<file path="src/rtl/core/lcmt_pkg.sv">
// Shared types, constants and codes of the Li Chao minimum line tree.
`default_nettype none
package lcmt_pkg;

  localparam int XBITS = 12;
  localparam int QXW   = 12;
  localparam int CFGW  = 12;
  localparam int CW    = (XBITS > QXW) ? XBITS : QXW;
  localparam int AW    = XBITS + 1;
  localparam int SW    = 32;
  localparam int BW    = 64;
  localparam int VW    = 65;

  localparam logic [BW-1:0] IDENT = 64'h3f2f1f0f3f2f1f0f;

  localparam logic CFG_RANGE_LOW  = 1'b0;
  localparam logic CFG_RANGE_HIGH = 1'b1;

  typedef enum logic [1:0] {
    OP_INSERT = 2'd0,
    OP_QUERY  = 2'd1,
    OP_CLEAR  = 2'd2
  } op_t;

  typedef enum logic [3:0] {
    S_CLR,
    S_IDLE,
    S_IRD,
    S_IDAT,
    S_EVP,
    S_EVQ,
    S_W1,
    S_CMP,
    S_QRD,
    S_QDAT,
    S_QW1,
    S_QCMP,
    S_QOUT
  } state_t;

  typedef enum logic [1:0] {
    PT_L,
    PT_R,
    PT_M
  } point_t;

  typedef struct packed {
    logic                 empty;
    logic signed [SW-1:0] slope;
    logic [BW-1:0]        intercept;
  } node_t;

endpackage
`default_nettype wire

</file>
<file path="src/rtl/core/lcmt_line_eval.sv">
// Two-stage pipelined line evaluator computing slope*x + intercept exactly.
`default_nettype none
module lcmt_line_eval (
  input  logic                          clk,
  input  logic signed [lcmt_pkg::SW-1:0] a,
  input  logic [lcmt_pkg::BW-1:0]        b,
  input  logic [lcmt_pkg::CW-1:0]        x,
  output logic signed [lcmt_pkg::VW-1:0] value
);
  import lcmt_pkg::*;

  logic signed [SW+CW:0] prod;
  logic [BW-1:0]         b_d;

  always_ff @(posedge clk) begin
    prod  <= a * $signed({1'b0, x});
    b_d   <= b;
    value <= VW'($signed(b_d)) + VW'(prod);
  end
endmodule
`default_nettype wire

</file>
<file path="config.mk">
export PLATFORM = sky130hd
export DESIGN_NAME = lcmt_line_eval
export DESIGN_NICKNAME = d
export VERILOG_FILES = /design/src/rtl/core/lcmt_pkg.sv /design/src/rtl/core/lcmt_line_eval.sv
export SDC_FILE = /design/constraint.sdc
export NUM_CORES = 1
export LEC_CHECK = 0
export BUFFER_PORTS_ARGS = -buffer_cell sky130_fd_sc_hd__buf_2
export CAP_MARGIN = 20
export CELL_PAD_IN_SITES_DETAIL_PLACEMENT = 1
export CELL_PAD_IN_SITES_GLOBAL_PLACEMENT = 2
export CORE_ASPECT_RATIO = 2
export CORE_MARGIN = 2
export CORE_UTILIZATION = 42
export DETAILED_ROUTE_END_ITERATION = 7
export PLACE_DENSITY = 0.91
export SYNTH_ARGS = -nofsm -noshare
export SYNTH_HDL_FRONTEND = slang
export SYNTH_SLANG_ARGS = --single-unit
export TNS_END_PERCENT = 50
</file>
<file path="constraint.sdc">
create_clock -name clk -period 18.3 [get_ports clk]
set_input_delay 1.83 -clock clk [delete_from_list [all_inputs] [get_ports clk]]
set_output_delay 1.83 -clock clk [all_outputs]
set_load 0.1 [all_outputs]
</file>
Yosys cells after proc, flatten, opt, wreduce, memory -nomap -nowiden
Index checks and enable logic that the tools add are counted.
- add/subtract/negate cells: 1
- multipliers: 1
- operator list (operator ; count):
    64-bit by 45-bit adder with 65-bit output ; 1
    32-bit by 13-bit multiplier with 45-bit output ; 1
- input bits: 109
- logic and storage cells: 5
- bits in registers: 174
- output and inout port bits: 65

Longest topological paths before layout
- word-level depth: 1
- mapped depth: 24
- mapped depth without buffers: 22

Worst setup path before layout
Ideal clock, no wire load.
- kind: input -> register
- start point: in x[7] (netlist name)
- end point: reg prod[44]
- arrival time: 6.964 ns
- stages on the path: 20
- setup time: 0.072 ns
- slack: 11.264 ns
- buffers on the path: 1
- data required time: 18.228 ns
- cell sequence: clkbuf_1 > nand2_1 > fa_1 > inv_1 > fa_1 > fa_1 > fa_1 > inv_1 > fa_1 > inv_1 > ha_1 > a211o_1 > a31o_1 > a211o_1 > a221oi_2 > a21bo_1 > o311ai_2 > o21ai_1 > a21oi_1 > xnor2_1
- word-level cells in the longest chain between the ends: 1
- RTL lines (what ; line ; RTL):
    start: declaration ; lcmt_line_eval.sv:7 ; input logic [lcmt_pkg::CW-1:0] x,
    32-bit by 13-bit multiplier with 45-bit output ; lcmt_line_eval.sv:16 ; prod <= a * $signed({1'b0, x});
    end signal: assignment ; lcmt_line_eval.sv:16 ;
    end: declaration ; lcmt_line_eval.sv:12 ; logic signed [SW+CW:0] prod;
No other way between the ends.

Final worst setup path
- start point: in x[4] (netlist name)
- end point: reg prod[44]
The elaborated chain is that of the path after synthesis.

==> run metrics <==
status finished, final reports clean; hold depth 1; post-synthesis cell type count 64; root buf cell clkbuf_16; Worst-Skew Late Latency 510 ps; die area 50,900 µm²; initial antenna violation count 3; Slew headroom 25.9%; GRT overflow 0; post-synthesis sequential area ratio 16.9%; hold_sp b_d[0]; Post-synth top flop dfxtp_1; top cells by area, synth fa_1 33%, dfxtp_1 17%, ha_1 9.9%; max frequency 0.134 GHz; Final min period 7450 ps; Max-cap violations 0; initial core utilization 42.6%; clk buf depth 3; global-route wire length before repair 94.8 mm; die height 317 µm; largest net degree at the start of global routing 33; Synth top area share 33.0%; clock transition at the registers of the reported paths 60 ps; vias 15.7k; met2 Track Usage GR 48.3%; post-DR vias/cell 5.19; CP Max Fanout 32; met3 Use GR 1.93%; port bufs 173; CTS tree built; post-CTS setup buffers 0; All-Layer GR Usage 23.6%; Worst R2R Start prod[0]; Post-Route WL 58.4 mm; CP required 18,720 ps; RSZ-0062 raised after global routing false; area leader, netlist fa_1; Post-synth EDFFs 0; remaining antenna violation count 0; Clock Sinks 174; worst hold path class register to register; drt pass-1 iters 6; drt drc 0; Ys Warns 0; HPWL after DPL 49.6 mm; syn_nets 2,903; kind of start point of the critical path input port; Clock Skew 27.1 ps; layout cells sized above 1 9.52%; FF+latch count, synth 174; reg2reg path depth 13; vias in the first global route 18.5k; cell with the most instances after synthesis inv_1; Post-synth ARST share 0%; TritonCTS Buffers 25; routing usage on met1 24.1%; Die Span X 161 µm; part of the cycle the worst path needs 40.7%; H-tree Lvls 4; Iter 0 DRT Violations 471; Ports 174; worst setup path category input port to register; final hold violations 0; CTS resizes 0; Core ar. 48,400 µm²; Area Growth Syn to Fin 9.81%; mapped cell area 20,600 µm²; Setup Viol. Count Final 0; Avg Synthesized Cell Area 8.98 µm²; post-synthesis cell count 2,292; Setup TNS 0 ps; synth cell count leaders 443 x inv_1, 339 x fa_1, 281 x nand2_1, 174 x and2_1, 174 x dfxtp_1; cts hold-fix bufs 0; Critical Path End Type register; Final #Nets 3,000; Critical path origin x[4]; routed len/inst 19.2 µm; worst reg2reg setup slack 14,300 ps; Slew Viols, Final 0; global route hottest layer met2; worst-margin pin slew 1100 ps; Rows 114; Worst Path Arrival 7870 ps; routability congestion estimate 0.868
## final timing paths
kind | to
min | value[0]
max | prod[44]
max reg2reg | value[62]
min reg2reg | value[0]
## worst max-delay path, cell delays in order
cell,delay (ps)
buf_2,540
nand2_1,180
fa_1,550
fa_1,540
inv_1,70
fa_1,490
fa_1,490
inv_1,50
fa_1,470
inv_1,40
ha_1,340
a211o_1,360
a31o_1,270
a211o_1,310
a221oi_2,240
a21bo_1,300
o311ai_2,280
o21ai_1,100
a21oi_1,210
xnor2_1,150
## per-layer routing
layer / wire, µm / vias up
met5: 0 / -
met4: 2120 / 0
met3: 1480 / 120
met2: 33300 / 336
met1: 21500 / 8007
li1: - / 7280
## layout make-up
cell class	count	area [µm²]
antenna	2	5.00
clock buffer	27	653
clock inverter	5	103
fill	5689	25800
inverter	443	1660
multi-input combinational	1572	15000
sequential	174	3480
tap	638	798
timing repair buffer	173	866
## sequential cells by signal, indices dropped and copies added, names as in the netlist
name and count:
b_d 64, prod 45, value 65
## stage by stage
step | hold slack, ps | area (µm²) | setup slack, ps | utilization, % | cells
2_1_floorplan | 420 | 20600 | 11260 | - | 2292
3_3_place_gp | 426 | 21800 | 10510 | 45.2 | 3000
3_5_place_dp | 438 | 21800 | 10390 | 45.2 | 3000
4_1_cts | 452 | 22600 | 10920 | 46.7 | 3032
5_1_grt | 482 | 22600 | 10600 | 46.7 | 3034
6_report | 447 | 22600 | 10850 | 46.7 | 3034
## cell families after synthesis
group,count (synthesis),synth area share [%]
buffers and inverters,546,10.1
AO/OA/AOI/OAI,340,10.8
AND/OR/NAND/NOR,625,14.8
adder cells (fa/ha/maj),502,42.9
flip-flops,174,16.9
XOR/XNOR,105,4.47
## layout by cell type, fill, tap and decap left out, types with 3 or more instances in the layout
cell / instances
o31ai_1: 4
a21boi_0: 6
nand2_1: 281
a21o_1: 67
and3_1: 13
nor2_1: 58
a31oi_1: 22
buf_2: 173
o21bai_1: 18
a221oi_1: 3
xor2_1: 33
a211o_1: 8
a21oi_2: 5
xnor2_1: 72
bufinv_16: 3
nor3_1: 8
o2111ai_1: 4
clkbuf_16: 25
nand4_1: 24
and2_1: 174
nand3_1: 25
and4_1: 4
nand2b_1: 11
a21oi_1: 96
o21ai_0: 56
or2_2: 4
o21a_1: 5
nor2b_1: 11
ha_1: 163
a211oi_1: 6
fa_1: 339
dfxtp_1: 174
inv_1: 443
o21ai_2: 3
o21ai_1: 9
a41oi_1: 3
Power is not shown: default switching activity piles up to over one toggle a cycle in this logic, so the estimate is an artifact.
